`src/design/aspect_ratio_classifier_assert.svh`:
```
// Assertion macros shared by the classifier RTL.
// Each macro assumes a clock named clk and an active-low reset named rst_n.
`ifndef ASPECT_RATIO_CLASSIFIER_ASSERT_SVH
`define ASPECT_RATIO_CLASSIFIER_ASSERT_SVH

`ifndef SYNTHESIS

`define ARC_ASSERT(lbl, prop) \
    lbl: assert property (@(posedge clk) disable iff (!rst_n) prop) \
        else $error("assertion failed");

`define ARC_ASSERT_MSG(lbl, prop, msg) \
    lbl: assert property (@(posedge clk) disable iff (!rst_n) prop) \
        else $error(msg);

`else

`define ARC_ASSERT(lbl, prop)

`define ARC_ASSERT_MSG(lbl, prop, msg)

`endif

`endif

```
`src/design/arc_pkg.sv`:
```
package arc_pkg;

    // Width of the generic function arguments; holds any legal DIM_BITS.
    localparam int MATCH_BITS  = 32;
    localparam int RATIO_COUNT = 13;

    typedef enum logic [3:0] {
        CLS_UNDEFINED = 4'd0,
        CLS_3_2       = 4'd1,
        CLS_4_3       = 4'd2,
        CLS_5_3       = 4'd3,
        CLS_5_4       = 4'd4,
        CLS_8_5       = 4'd5,
        CLS_16_9      = 4'd6,
        CLS_16_10     = 4'd7,
        CLS_21_9      = 4'd8,
        CLS_32_9      = 4'd9,
        CLS_37_27     = 4'd10,
        CLS_43_18     = 4'd11,
        CLS_64_27     = 4'd12,
        CLS_CUSTOM    = 4'd13
    } ratio_class_t;

    typedef struct packed {
        logic [9:0]   w;
        logic [9:0]   h;
        ratio_class_t cls;
    } ratio_entry_t;

    // 683:384 is an alternate form of 16:9; 16:10 and 21:9 never match a reduced pair.
    localparam ratio_entry_t KNOWN_RATIOS [RATIO_COUNT] = '{
        '{10'd3,   10'd2,   CLS_3_2},
        '{10'd4,   10'd3,   CLS_4_3},
        '{10'd5,   10'd3,   CLS_5_3},
        '{10'd5,   10'd4,   CLS_5_4},
        '{10'd8,   10'd5,   CLS_8_5},
        '{10'd16,  10'd9,   CLS_16_9},
        '{10'd683, 10'd384, CLS_16_9},
        '{10'd16,  10'd10,  CLS_16_10},
        '{10'd21,  10'd9,   CLS_21_9},
        '{10'd32,  10'd9,   CLS_32_9},
        '{10'd37,  10'd27,  CLS_37_27},
        '{10'd43,  10'd18,  CLS_43_18},
        '{10'd64,  10'd27,  CLS_64_27}
    };

    // Divider handshake between the sequencer and the shared unit.
    typedef struct packed {
        logic start;
    } div_ctl_t;

    typedef struct packed {
        logic busy;
        logic done;
    } div_sts_t;

    // Look up a reduced pair; scan downward so the first table entry wins.
    function automatic ratio_class_t arc_match(input logic [MATCH_BITS-1:0] wt,
                                               input logic [MATCH_BITS-1:0] ht);
        ratio_class_t cls;
        cls = CLS_CUSTOM;
        for (int i = RATIO_COUNT - 1; i >= 0; i--)
        begin
            if (wt == MATCH_BITS'(KNOWN_RATIOS[i].w) && ht == MATCH_BITS'(KNOWN_RATIOS[i].h))
            begin
                cls = KNOWN_RATIOS[i].cls;
            end
        end
        return cls;
    endfunction

endpackage

```
`src/design/arc_in_if.sv`:
```
interface arc_in_if #(
    parameter int DIM_BITS = 14
) ();
    logic                valid;
    logic                ready;
    logic [DIM_BITS-1:0] width_px;
    logic [DIM_BITS-1:0] height_px;

    modport source (output valid, output width_px, output height_px, input ready);
    modport sink   (input valid, input width_px, input height_px, output ready);
endinterface

```
`src/design/arc_out_if.sv`:
```
interface arc_out_if #(
    parameter int DIM_BITS = 14
) ();
    logic                valid;
    logic                ready;
    logic [3:0]          ratio_class;
    logic [DIM_BITS-1:0] width_term;
    logic [DIM_BITS-1:0] height_term;

    modport source (output valid, output ratio_class, output width_term,
                    output height_term, input ready);
    modport sink   (input valid, input ratio_class, input width_term,
                    input height_term, output ready);
endinterface

```
`src/design/arc_div.sv`:
```
`include "aspect_ratio_classifier_assert.svh"

// Restoring divider, one quotient bit per cycle. Divisor must be nonzero.
module arc_div
    import arc_pkg::*;
#(
    parameter int DIM_BITS = 14
) (
    input  logic                clk,
    input  logic                rst_n,
    input  div_ctl_t            ctl,
    input  logic [DIM_BITS-1:0] num,
    input  logic [DIM_BITS-1:0] den,
    output div_sts_t            sts,
    output logic [DIM_BITS-1:0] quo,
    output logic [DIM_BITS-1:0] rem
);

    localparam int CNT_BITS = $clog2(DIM_BITS);

    logic                busy_reg, busy_next;
    logic                done_reg, done_next;
    logic [CNT_BITS-1:0] cnt_reg, cnt_next;
    logic [DIM_BITS-1:0] quo_reg, quo_next;
    logic [DIM_BITS-1:0] rem_reg, rem_next;
    logic [DIM_BITS-1:0] den_reg, den_next;

    logic [DIM_BITS:0]   shifted;
    logic [DIM_BITS:0]   diff;
    logic                fits;

    assign shifted = {rem_reg, quo_reg[DIM_BITS-1]};
    assign diff    = shifted - {1'b0, den_reg};
    assign fits    = ~diff[DIM_BITS];

    always_comb
    begin
        busy_next = busy_reg;
        done_next = 1'b0;
        cnt_next  = cnt_reg;
        quo_next  = quo_reg;
        rem_next  = rem_reg;
        den_next  = den_reg;
        if (ctl.start)
        begin
            busy_next = 1'b1;
            cnt_next  = '0;
            quo_next  = num;
            rem_next  = '0;
            den_next  = den;
        end
        else if (busy_reg)
        begin
            // shift the next dividend bit in; keep the difference if it fits
            quo_next = {quo_reg[DIM_BITS-2:0], fits};
            rem_next = fits ? diff[DIM_BITS-1:0] : shifted[DIM_BITS-1:0];
            cnt_next = cnt_reg + 1'b1;
            if (cnt_reg == CNT_BITS'(DIM_BITS - 1))
            begin
                busy_next = 1'b0;
                done_next = 1'b1;
            end
        end
    end

    always_ff @(posedge clk or negedge rst_n)
    begin
        if (!rst_n)
        begin
            busy_reg <= 1'b0;
            done_reg <= 1'b0;
            cnt_reg  <= '0;
        end
        else
        begin
            busy_reg <= busy_next;
            done_reg <= done_next;
            cnt_reg  <= cnt_next;
        end
    end

    always_ff @(posedge clk)
    begin
        quo_reg <= quo_next;
        rem_reg <= rem_next;
        den_reg <= den_next;
    end

    assign sts.busy = busy_reg;
    assign sts.done = done_reg;
    assign quo      = quo_reg;
    assign rem      = rem_reg;

    `ARC_ASSERT(start_sets_busy, ctl.start |=> (busy_reg && !done_reg))

endmodule

```
`src/design/arc_ctrl.sv`:
```
`include "aspect_ratio_classifier_assert.svh"

// Sequencer: Euclid remainder loop, then two divisions by the divisor found; a zero dimension skips both.
module arc_ctrl
    import arc_pkg::*;
#(
    parameter int DIM_BITS = 14
) (
    input  logic                clk,
    input  logic                rst_n,
    arc_in_if.sink              req,
    output div_ctl_t            ctl,
    output logic [DIM_BITS-1:0] num,
    output logic [DIM_BITS-1:0] den,
    input  div_sts_t            sts,
    input  logic [DIM_BITS-1:0] quo,
    input  logic [DIM_BITS-1:0] rem,
    output logic                res_valid,
    input  logic                res_ready,
    output logic [DIM_BITS-1:0] res_wt,
    output logic [DIM_BITS-1:0] res_ht
);

    typedef enum logic [4:0] {
        S_IDLE = 5'b00001,
        S_GCD  = 5'b00010,
        S_DIVW = 5'b00100,
        S_DIVH = 5'b01000,
        S_EMIT = 5'b10000
    } state_t;

    state_t              state_reg, state_next;
    logic                start_reg, start_next;
    logic [DIM_BITS-1:0] w_reg, w_next;
    logic [DIM_BITS-1:0] h_reg, h_next;
    logic [DIM_BITS-1:0] a_reg, a_next;
    logic [DIM_BITS-1:0] b_reg, b_next;
    logic [DIM_BITS-1:0] wt_reg, wt_next;
    logic [DIM_BITS-1:0] ht_reg, ht_next;

    always_comb
    begin
        state_next = state_reg;
        start_next = 1'b0;
        w_next     = w_reg;
        h_next     = h_reg;
        a_next     = a_reg;
        b_next     = b_reg;
        wt_next    = wt_reg;
        ht_next    = ht_reg;
        case (state_reg)
            S_IDLE:
            begin
                if (req.valid)
                begin
                    w_next = req.width_px;
                    h_next = req.height_px;
                    if (req.width_px == '0 || req.height_px == '0)
                    begin
                        wt_next    = '0;
                        ht_next    = '0;
                        state_next = S_EMIT;
                    end
                    else
                    begin
                        a_next     = req.width_px;
                        b_next     = req.height_px;
                        start_next = 1'b1;
                        state_next = S_GCD;
                    end
                end
            end
            S_GCD:
            begin
                if (sts.done)
                begin
                    start_next = 1'b1;
                    if (rem == '0)
                    begin
                        // b holds the divisor from here on
                        a_next     = w_reg;
                        state_next = S_DIVW;
                    end
                    else
                    begin
                        a_next = b_reg;
                        b_next = rem;
                    end
                end
            end
            S_DIVW:
            begin
                if (sts.done)
                begin
                    wt_next    = quo;
                    a_next     = h_reg;
                    start_next = 1'b1;
                    state_next = S_DIVH;
                end
            end
            S_DIVH:
            begin
                if (sts.done)
                begin
                    ht_next    = quo;
                    state_next = S_EMIT;
                end
            end
            S_EMIT:
            begin
                if (res_ready)
                begin
                    state_next = S_IDLE;
                end
            end
            default:
            begin
                state_next = S_IDLE;
            end
        endcase
    end

    always_ff @(posedge clk or negedge rst_n)
    begin
        if (!rst_n)
        begin
            state_reg <= S_IDLE;
            start_reg <= 1'b0;
        end
        else
        begin
            state_reg <= state_next;
            start_reg <= start_next;
        end
    end

    always_ff @(posedge clk)
    begin
        w_reg  <= w_next;
        h_reg  <= h_next;
        a_reg  <= a_next;
        b_reg  <= b_next;
        wt_reg <= wt_next;
        ht_reg <= ht_next;
    end

    assign req.ready = (state_reg == S_IDLE);
    assign ctl.start = start_reg;
    assign num       = a_reg;
    assign den       = b_reg;
    assign res_valid = (state_reg == S_EMIT);
    assign res_wt    = wt_reg;
    assign res_ht    = ht_reg;

    `ARC_ASSERT(start_when_free, ctl.start |-> !sts.busy)
    `ARC_ASSERT(accept_leaves_idle, (req.valid && req.ready) |=> (state_reg != S_IDLE))

endmodule

```
`src/design/aspect_ratio_classifier.sv`:
```
// Aspect ratio classifier.
// req carries one display size (width_px, height_px); rsp returns one result
// per request: ratio_class, and the width and height divided by their greatest
// common divisor. A zero dimension gives the undefined class with zero terms;
// a reduced pair not in the known list gives the custom class.
// Both channels transfer on a clock edge with valid and ready high.
// The request side takes one size at a time: req.ready is high only while the
// sequencer is idle. Euclid's loop and the two final divisions all run through
// one restoring divider that retires one quotient bit per cycle. The next
// request can transfer in the cycle after the result loads. A zero dimension
// skips the divider and goes straight to the result.
// The result waits in an output register; while rsp stalls the sequencer may
// finish the next request and then holds it until the register frees up.
// Reset clears the sequencer, the divider control and the output valid flag.
module aspect_ratio_classifier
    import arc_pkg::*;
#(
    parameter int DIM_BITS = 14
) (
    input  logic     clk,
    input  logic     rst_n,
    arc_in_if.sink   req,
    arc_out_if.source rsp
);

    div_ctl_t            ctl;
    div_sts_t            sts;
    logic [DIM_BITS-1:0] num;
    logic [DIM_BITS-1:0] den;
    logic [DIM_BITS-1:0] quo;
    logic [DIM_BITS-1:0] rem;
    logic                res_valid;
    logic                res_ready;
    logic [DIM_BITS-1:0] res_wt;
    logic [DIM_BITS-1:0] res_ht;

    // Output register
    logic                out_valid_reg, out_valid_next;
    ratio_class_t        class_reg, class_next;
    logic [DIM_BITS-1:0] wt_out_reg, wt_out_next;
    logic [DIM_BITS-1:0] ht_out_reg, ht_out_next;
    logic                load;

    arc_ctrl #(
        .DIM_BITS (DIM_BITS)
    ) u_ctrl (
        .clk       (clk),
        .rst_n     (rst_n),
        .req       (req),
        .ctl       (ctl),
        .num       (num),
        .den       (den),
        .sts       (sts),
        .quo       (quo),
        .rem       (rem),
        .res_valid (res_valid),
        .res_ready (res_ready),
        .res_wt    (res_wt),
        .res_ht    (res_ht)
    );

    arc_div #(
        .DIM_BITS (DIM_BITS)
    ) u_div (
        .clk   (clk),
        .rst_n (rst_n),
        .ctl   (ctl),
        .num   (num),
        .den   (den),
        .sts   (sts),
        .quo   (quo),
        .rem   (rem)
    );

    // The register is free when empty or when its current result transfers now.
    assign res_ready = !out_valid_reg || rsp.ready;
    assign load      = res_valid && res_ready;

    always_comb
    begin
        out_valid_next = out_valid_reg;
        class_next     = class_reg;
        wt_out_next    = wt_out_reg;
        ht_out_next    = ht_out_reg;
        if (load)
        begin
            out_valid_next = 1'b1;
            wt_out_next    = res_wt;
            ht_out_next    = res_ht;
            // a zero width term only comes from a zero dimension
            if (res_wt == '0)
            begin
                class_next = CLS_UNDEFINED;
            end
            else
            begin
                class_next = arc_match(MATCH_BITS'(res_wt), MATCH_BITS'(res_ht));
            end
        end
        else if (rsp.ready)
        begin
            // drop the result once it has transferred
            out_valid_next = 1'b0;
        end
    end

    always_ff @(posedge clk or negedge rst_n)
    begin
        if (!rst_n)
        begin
            out_valid_reg <= 1'b0;
        end
        else
        begin
            out_valid_reg <= out_valid_next;
        end
    end

    always_ff @(posedge clk)
    begin
        class_reg  <= class_next;
        wt_out_reg <= wt_out_next;
        ht_out_reg <= ht_out_next;
    end

    assign rsp.valid       = out_valid_reg;
    assign rsp.ratio_class = class_reg;
    assign rsp.width_term  = wt_out_reg;
    assign rsp.height_term = ht_out_reg;

    `ARC_ASSERT_MSG(undefined_iff_zero,
        rsp.valid |-> ((class_reg == CLS_UNDEFINED) == (wt_out_reg == '0)),
        "undefined class and zero term disagree")

    `ARC_ASSERT_MSG(zero_terms_paired,
        rsp.valid |-> ((wt_out_reg == '0) == (ht_out_reg == '0)),
        "only one reduced term is zero")

endmodule

```
`src/flat_wrapper.sv`:
```
// flat-port wrapper written by rule: the top's interface ports become plain ports
module aspect_ratio_classifier_flat import arc_pkg::*;
#(
    parameter int DIM_BITS = 14
)
  (clk, rst_n, req_valid, req_width_px, req_height_px, req_ready, rsp_valid, rsp_ratio_class, rsp_width_term, rsp_height_term, rsp_ready);
  arc_in_if #(.DIM_BITS(DIM_BITS)) req_i ();
  arc_out_if #(.DIM_BITS(DIM_BITS)) rsp_i ();
  input  logic clk;
  input  logic rst_n;
  input wire logic [$bits(req_i.valid)-1:0] req_valid;
  input wire logic [$bits(req_i.width_px)-1:0] req_width_px;
  input wire logic [$bits(req_i.height_px)-1:0] req_height_px;
  output wire logic [$bits(req_i.ready)-1:0] req_ready;
  output wire logic [$bits(rsp_i.valid)-1:0] rsp_valid;
  output wire logic [$bits(rsp_i.ratio_class)-1:0] rsp_ratio_class;
  output wire logic [$bits(rsp_i.width_term)-1:0] rsp_width_term;
  output wire logic [$bits(rsp_i.height_term)-1:0] rsp_height_term;
  input wire logic [$bits(rsp_i.ready)-1:0] rsp_ready;
  assign req_i.valid = req_valid;
  assign req_i.width_px = req_width_px;
  assign req_i.height_px = req_height_px;
  assign req_ready = req_i.ready;
  assign rsp_valid = rsp_i.valid;
  assign rsp_ratio_class = rsp_i.ratio_class;
  assign rsp_width_term = rsp_i.width_term;
  assign rsp_height_term = rsp_i.height_term;
  assign rsp_i.ready = rsp_ready;
  aspect_ratio_classifier #(.DIM_BITS(DIM_BITS)) u_core (.clk(clk), .rst_n(rst_n), .req(req_i), .rsp(rsp_i));
endmodule
```
`config.mk`:
```
export PLATFORM = sky130hd
export DESIGN_NAME = aspect_ratio_classifier_flat
export DESIGN_NICKNAME = d
export VERILOG_FILES = /design/src/design/arc_pkg.sv /design/src/design/arc_in_if.sv /design/src/design/arc_out_if.sv /design/src/design/arc_div.sv /design/src/design/arc_ctrl.sv /design/src/design/aspect_ratio_classifier.sv /design/src/flat_wrapper.sv
export VERILOG_INCLUDE_DIRS = /design/src /design/src/design
export SDC_FILE = /design/constraint.sdc
export NUM_CORES = 1
export LEC_CHECK = 0
export BUFFER_PORTS_ARGS = -buffer_cell sky130_fd_sc_hd__buf_2
export CORE_ASPECT_RATIO = 2
export CORE_MARGIN = 10
export CORE_UTILIZATION = 35
export DETAILED_ROUTE_END_ITERATION = 6
export PLACE_DENSITY = 0.5
export SLEW_MARGIN = 30
export SYNTH_ARGS = -nofsm -noshare
export SYNTH_HDL_FRONTEND = slang
export SYNTH_SLANG_ARGS = --single-unit
```
`constraint.sdc`:
```
create_clock -name clk -period 3 [get_ports clk]
set_input_delay 0.3 -clock clk [delete_from_list [all_inputs] [get_ports clk]]
set_output_delay 0.3 -clock clk [all_outputs]
set_load 0.02 [all_outputs]
```
==> Implementation_results.wiki, run 1 <==
{| class="wikitable"
! Metric !! Value
|-
| CTS root buffer || sky130_fd_sc_hd__clkbuf_16
|-
| TritonCTS Buffers || 17
|-
| Critical Path Source Type || register
|-
| Clock slew at the register clock pins of the worst setup and hold paths || 60 ps
|-
| Fmax || 369 MHz
|-
| Worst endpoint data arrival time || 3040 ps
|-
| CP Class || register to register
|-
| Share of layout cells above drive strength 1 || 0.227
|-
| Number of nets in the layout || 740
|-
| Tcrit/Tclk final || 0.903
|-
| Total number of vias || 5275
|-
| Final hold violation count || 0
|-
| Nets in the synthesized netlist || 654
|-
| Pin count of the biggest net entering global routing || 46
|-
| Switching share of total power || 0.352
|-
| TritonCTS clock tree || built
|-
| CTS sink count || 171
|-
| Vias/cell || 5.38
|-
| Clock network latency to the later pin of the worst-skew pair || 430 ps
|-
| Die Span Y || 231 microns
|-
| Number of buffers between clock root and the deepest sink || 2
|-
| Initial core utilization || 0.354
|-
| Max H-tree Level || 4
|-
| I/O Pins || 66
|-
| Part of the Yosys area used for sequential elements || 0.631
|-
| Antenna-violating nets left || 0
|-
| Top post-synthesis cells by area || sky130_fd_sc_hd__edfxtp_1 55%, sky130_fd_sc_hd__dfrtp_1 3.8%, sky130_fd_sc_hd__mux2_2 3.7%
|-
| Worst-margin pin slew || 870 ps
|-
| Net switching power of the design || 3350 uW
|-
| Hold WC Path Type || primary input to register
|-
| Routed wire per std cell || 20.9 microns
|-
| Main synth FF type || sky130_fd_sc_hd__edfxtp_1
|-
| Gate count after technology mapping || 605
|-
| Sum of negative setup slack || 0 ps
|-
| Cell with the largest stage delay on the worst path || sky130_fd_sc_hd__fa_1
|-
| First-pass iteration count of the detailed router || 6
|-
| Proportion of power drawn by flip-flops and latches || 0.394
|-
| Core region area || 22100 sq um
|-
| Horizontal die dimension || 126 microns
|-
| Die area || 29100 sq um
|-
| Fraction of post-synthesis cell area in the top cell type by area || 0.554
|-
| Area of the mapped netlist || 7810 sq um
|-
| Aggregate global routing overflow || 0
|-
| Number of antenna diodes || 0
|-
| PortBufs || 65
|-
| Required time worst endpoint || 3330 ps
|-
| Commonest cells in the netlist || 144 x sky130_fd_sc_hd__edfxtp_1, 47 x sky130_fd_sc_hd__nor2_1, 41 x sky130_fd_sc_hd__nand2_1, 30 x sky130_fd_sc_hd__and2_1, 26 x sky130_fd_sc_hd__mux2_2
|-
| Max-capacitance violation count || 0
|-
| Combined global-route utilization of all metal layers || 0.142
|-
| Most utilized layer in the global route result || met2
|-
| Aggregate routed wire length || 20.5 mm
|-
| Via count of the first global-routing pass || 5621
|-
| Residual DRC count || 0
|-
| Final count of pins violating max slew || 0
|-
| Status || finished clean
|-
| Power share of the combinational group || 0.376
|-
| Avg Inst Size Synth || 12.9 sq um
|-
| Async S/R FF share, synth || 0.0760
|-
| Buffering stage count on the worst path with inverters included || 1
|-
| Power density relative to cell area || 1040 nW/um^2
|-
| Count of yosys warnings during synthesis || 0
|-
| Unrepaired setup endpoints after global routing || false
|-
| Relative slew margins || 0.415
|-
| Number of antenna violations at the first check in global routing || 0
|-
| Number of flops mapped to enable cells by yosys || 144
|-
| Setup Viol. Count Final || 0
|-
| Peak supply drop || 0.527 mV
|-
| Most frequently used cell type in the post-synthesis netlist || sky130_fd_sc_hd__edfxtp_1
|-
| Fraction of met2 tracks used by global routing || 0.289
|-
| Min Clock Period, post-route || 2710 ps
|-
| DP Wirelength || 15.8 mm
|-
| Cell type group with the largest total delay on the critical path || compound AO/OA/AOI/OAI gates
|-
| Met3 Use GR || 0.0338
|-
| Critical Path, Cell by Cell || inv_1, ha_1, fa_1, nor2b_1, o211ai_4, a21o_2, a211o_2, mux2i_1, a211oi_1
|-
| DRC violation total after the first TritonRoute iteration || 395
|-
| Part of the total power dissipated in the clock network || 0.230
|-
| Clock Skew || 6.18 ps
|-
| Largest area contributor in the netlist || sky130_fd_sc_hd__edfxtp_1
|-
| Fill cells || 2068
|-
| M1 GR Usage || 0.124
|-
| Routability congestion estimate from global placement || 0.970
|-
| Kind of end point of the critical path || register
|-
| Internal power consumption || 6160 uW
|-
| CP max FO || 12
|-
| Leakage power || 0.00336 uW
|-
| Global-route wire length before repair || 31.8 mm
|-
| Count of standard-cell rows || 77
|-
| Slowest cell delay on critical path || 470 ps
|-
| Post-synthesis sequential element count || 171
|-
| Count of cell types in the netlist || 74
|-
| Area delta synth->final || 17.5%
|-
| Util after Layout || 0.416
|}
[kinds of logic (layout without fill, tap and decap cells)]
group | Yosys count | count (layout) | share of synthesized area
simple gates | 213 | 213 | 0.145
flops | 171 | 171 | 0.631
compound gates | 114 | 114 | 0.112
buf+inv | 46 | 145 | 0.0247
mux | 32 | 32 | 0.0452
fa+ha+maj | 17 | 17 | 0.0282
xor+xnor | 12 | 12 | 0.0135
[per-layer routing]
metal,routed length [microns],up-vias
met5,0,-
met4,662,0
met3,585,37
met2,12400,102
met1,6830,2639
li1,-,2497
[timing repair]
action	4_1_cts	5_1_grt
hold buffers	1	0
resized for setup	0	1
endpoints found under the setup margin	0	8
endpoints found under the hold margin	12	0
setup buffers	0	0
[layout by cell type (no fill, tap or decap), types with 16 or more instances in the layout]
cell type / synthesis / routed
sky130_fd_sc_hd__nor2_1: 47 / 46
sky130_fd_sc_hd__mux2_2: 26 / 26
sky130_fd_sc_hd__ha_1: 16 / 16
sky130_fd_sc_hd__buf_2: 6 / 65
sky130_fd_sc_hd__and2_1: 30 / 30
sky130_fd_sc_hd__buf_4: 1 / 25
sky130_fd_sc_hd__inv_1: 21 / 21
sky130_fd_sc_hd__nand2_1: 41 / 41
sky130_fd_sc_hd__clkbuf_16: 0 / 17
sky130_fd_sc_hd__edfxtp_1: 144 / 144
sky130_fd_sc_hd__a21oi_1: 18 / 18
[power groups by stage]
stage	Sequential [uW]	Combinational, uW	Clock (uW)
finish	3740	3580	2190
global route	3810	3920	2350
CTS	3750	3610	2260
detailed placement	3790	3590	0
global placement	3780	3520	0
floorplan	3690	2530	0
[per-stage QoR]
step | instance area (sq um) | power [uW] | worst slack (ps) | hold WS (ps) | std cells
after floorplan | 7810 | 6220 | 242 | 4.41 | 605
after global placement | 8580 | 7290 | 215 | 211 | 947
after detailed placement | 8580 | 7380 | 86.0 | 216 | 947
after CTS | 9180 | 9610 | 63.7 | 44.6 | 980
after global routing | 9180 | 10100 | 56.5 | 53.0 | 980
final | 9180 | 9510 | 292 | 70.1 | 980
[final timing paths]
kind,startpoint,to,slack [ps],depth (start not counted)
min,rsp_ready,u_core.rsp.valid,70,2
max,u_core.u_div.quo[13],u_core.u_div.rem[3],290,9
max reg2reg,u_core.u_div.quo[13],u_core.u_div.rem[3],290,9
min reg2reg,u_core.u_ctrl.res_ht[12],u_core.rsp.height_term[12],440,0
max in group asynchronous,rst_n,u_core.u_ctrl.state_reg[0],2400,2
min in group asynchronous,rst_n,u_core.u_div.cnt_reg[3],310,2
[cell type report]
type                            count  area, sq um  area share
Inverter                           22         82.6     0.00900
Clock buffer                       20          437      0.0476
Tap cell                          276          345      0.0376
Clock inverter                     12          149      0.0162
Multi-Input combinational cell    388         2710       0.295
Timing Repair Buffer               91          523      0.0570
Sequential cell                   171         4930       0.537
Power figures use the tool's default switching activity.
==> run 2: changes to the inputs <==
--- a/config.mk
+++ b/config.mk
@@ -11,7 +11,7 @@
 export CORE_MARGIN = 10
 export CORE_UTILIZATION = 35
 export DETAILED_ROUTE_END_ITERATION = 6
-export PLACE_DENSITY = 0.5
+export PLACE_DENSITY = 0.53
 export SLEW_MARGIN = 30
 export SYNTH_ARGS = -nofsm -noshare
 export SYNTH_HDL_FRONTEND = slang
==> run 2 against run 1 <==
  * Clock-buffer cell count fell by 3
  * Final area fell by 0.30%
  * Clock power fell by 5%
  * Highest routed layer unchanged
==> Implementation_results.wiki, run 2 (synthesis results as in run 1) <==
{| class="wikitable"
! Metric !! Value
|-
| Share of layout cells above drive strength 1 || 0.231 (+0.00350)
|-
| Required time worst endpoint || 3350 ps (+20 ps)
|-
| Residual DRC count || 0 (unchanged)
|-
| CP max FO || 12 (unchanged)
|-
| Number of cells on the worst reg-to-reg path || 9 (unchanged)
|-
| First-pass iteration count of the detailed router || 5 (-1)
|-
| Clock network latency to the later pin of the worst-skew pair || 430 ps (about the same)
|-
| Commonest cells after routing, fill and taps aside || 144 x sky130_fd_sc_hd__edfxtp_1, 65 x sky130_fd_sc_hd__buf_2, 46 x sky130_fd_sc_hd__nor2_1
|-
| Setup Viol. Count Final || 0 (unchanged)
|-
| End of the worst register-to-register path || u_core.u_div.rem[13]
|-
| Antenna-violating nets left || 0 (unchanged)
|-
| Status || finished clean
|-
| Relative slew margins || 0.462 (+0.0467)
|-
| Kind of end point of the critical path || register
|-
| Hold WC Path Type || primary input to register
|-
| DRC violation total after the first TritonRoute iteration || 431 (+9.1%)
|-
| Total number of vias || 5277 (+0.038%)
|-
| Aggregate routed wire length || 20.2 mm (-1.2%)
|-
| Clock Skew || 8.11 ps (+1.93 ps)
|-
| Final count of pins violating max slew || 0 (unchanged)
|-
| Area delta synth->final || 17.2%
|-
| Via count of the first global-routing pass || 5672 (+0.91%)
|-
| Slowest cell delay on critical path || 520 ps (+50 ps)
|-
| Number of nets in the layout || 738 (-0.27%)
|-
| Count of standard-cell rows || 77 (unchanged)
|-
| Final hold violation count || 0 (unchanged)
|-
| Cell type group with the largest total delay on the critical path || compound AO/OA/AOI/OAI gates
|-
| Start of the worst register-to-register path || u_core.u_div.quo[13]
|-
| Max-capacitance violation count || 0 (unchanged)
|-
| Core region area || 22100 sq um (unchanged)
|-
| Tcrit/Tclk final || 0.941 (+0.0382)
|-
| Fill cells || 2055 (-0.63%)
|-
| Routability congestion estimate from global placement || 1.00 (+3.1%)
|-
| TritonCTS Buffers || 17 (unchanged)
|-
| CP Class || register to register
|-
| Worst setup path start || u_core.u_div.quo[13]
|-
| Die area || 29100 sq um (unchanged)
|-
| Max H-tree Level || 4 (unchanged)
|-
| Place WS || 190 ps (+104 ps)
|-
| Util after Layout || 0.415 (-0.00125)
|-
| Number of antenna diodes || 0 (unchanged)
|-
| Combined global-route utilization of all metal layers || 0.139 (-0.00343)
|-
| Fmax || 354 MHz (-4.1%)
|-
| Die Span Y || 231 microns (unchanged)
|-
| Worst-margin pin slew || 800 ps (-69.5 ps)
|-
| Peak supply drop || 0.486 mV (-7.9%)
|-
| Aggregate global routing overflow || 0 (unchanged)
|-
| Unrepaired setup endpoints after global routing || false
|-
| Min Clock Period, post-route || 2820 ps (+114 ps)
|-
| Power density relative to cell area || 1020 nW/um^2 (-1.5%)
|-
| Initial core utilization || 0.354 (unchanged)
|-
| Most common cell after layout, fill and taps aside || sky130_fd_sc_hd__edfxtp_1
|-
| End point of the critical path || u_core.u_div.rem[13]
|-
| Final critical-path setup slack || 178 ps (-114 ps)
|-
| Resized cells post-CTS || 0 (unchanged)
|-
| Global-route wire length before repair || 31.6 mm (-0.41%)
|-
| Horizontal die dimension || 126 microns (unchanged)
|-
| Cell with the largest stage delay on the worst path || sky130_fd_sc_hd__a211o_1
|-
| Leakage power || 0.00334 uW (-0.56%)
|-
| Total setup buffers inserted after CTS || 0 (unchanged)
|-
| PortBufs || 65 (unchanged)
|-
| I/O Pins || 66 (unchanged)
|-
| Critical Path, Cell by Cell || inv_1, ha_1, fa_1, nor2b_1, o211ai_4, a211oi_2, a211o_1, o2111ai_1, a311oi_1
|-
| Number of buffers between clock root and the deepest sink || 2 (unchanged)
|-
| Critical Path Source Type || register
|-
| Path length in cells of the critical path || 9 (unchanged)
|-
| Sum of negative setup slack || 0 ps (unchanged)
|-
| Worst endpoint data arrival time || 3170 ps (+130 ps)
|-
| CTS root buffer || sky130_fd_sc_hd__clkbuf_16
|-
| Number of antenna violations at the first check in global routing || 0 (unchanged)
|-
| TritonCTS clock tree || built
|-
| DP Wirelength || 15.4 mm (-2.5%)
|-
| Vias/cell || 5.40 (+0.24%)
|-
| Buffering stage count on the worst path with inverters included || 1 (unchanged)
|-
| CTS sink count || 171 (unchanged)
|-
| Clock slew at the register clock pins of the worst setup and hold paths || 70 ps (about the same)
|-
| Routed wire per std cell || 20.7 microns (-0.99%)
|-
| Pin count of the biggest net entering global routing || 46 (unchanged)
|-
| Register-to-register setup slack || 180 ps (-110 ps)
|}
-- run 2: cell count changes in the layout (fill, tap and decap cells not counted), moves of 2 or more --
| cell | delta |
|---|---|
| sky130_fd_sc_hd__inv_8 | +4 |
| sky130_fd_sc_hd__clkbuf_1 | -3 |
| sky130_fd_sc_hd__buf_4 | -3 |
| sky130_fd_sc_hd__clkinv_1 | -2 |
| sky130_fd_sc_hd__inv_6 | +2 |
| sky130_fd_sc_hd__bufinv_16 | -3 |
| sky130_fd_sc_hd__clkinvlp_4 | +2 |
-- run 2: per-stage QoR --
stage / std cells / instance area, sq um / power, uW / hold WS [ps]
2_1_floorplan: 605 / 7810 / 6220 / 4.41
3_3_place_gp: 945 / 8580 / 7210 / 196
3_5_place_dp: 945 / 8580 / 7300 / 214
4_1_cts: 978 / 9150 / 9410 / 38.3
5_1_grt: 978 / 9150 / 9910 / 47.1
6_report: 978 / 9150 / 9330 / 64.5
-- run 2: worst min-delay path by stage --
stage	start	to	slack [ps]	cells past startpoint
floorplan	rst_n	u_core.rsp.valid	4	0
global placement	rst_n	u_core.u_div.busy_reg	200	1
detailed placement	rst_n	u_core.u_div.cnt_reg[0]	210	1
CTS	rsp_ready	u_core.rsp.valid	40	2
global route	rsp_ready	u_core.rsp.valid	50	2
finish	rsp_ready	u_core.rsp.valid	60	2
-- run 2: report_power, final --
| part | internal [uW] | switching (uW) |
|---|---|---|
| Clock | 1090 | 991 |
| Sequential | 3390 | 363 |
| Combinational | 1440 | 2050 |
| Total | 5930 | 3410 |
-- run 2: repair_timing --
action	in CTS	in global routing
hold buffers	1	0
endpoints found under the setup margin	0	0
endpoints found under the hold margin	12	0
-- run 2: cell type report --
type                            count  area [sq um]  share of cell area
Sequential cell                   171          4930               0.539
Multi-Input combinational cell    388          2710               0.296
Timing Repair Buffer               89           520              0.0569
Clock buffer                       17           425              0.0465
Tap cell                          276           345              0.0377
Clock inverter                     15           136              0.0149
Inverter                           22          82.6             0.00903
-- run 2: metal layers --
| layer | GRT usage | up-vias | wire length [microns] |
|---|---|---|---|
| met4 | 0.0662 | 0 | 493 |
| met2 | 0.274 | 164 | 11900 |
| met3 | 0.0272 | 38 | 754 |
| met1 | 0.131 | 2579 | 7110 |
| met5 | 0 | - | 0 |
| li1 | - | 2496 | - |
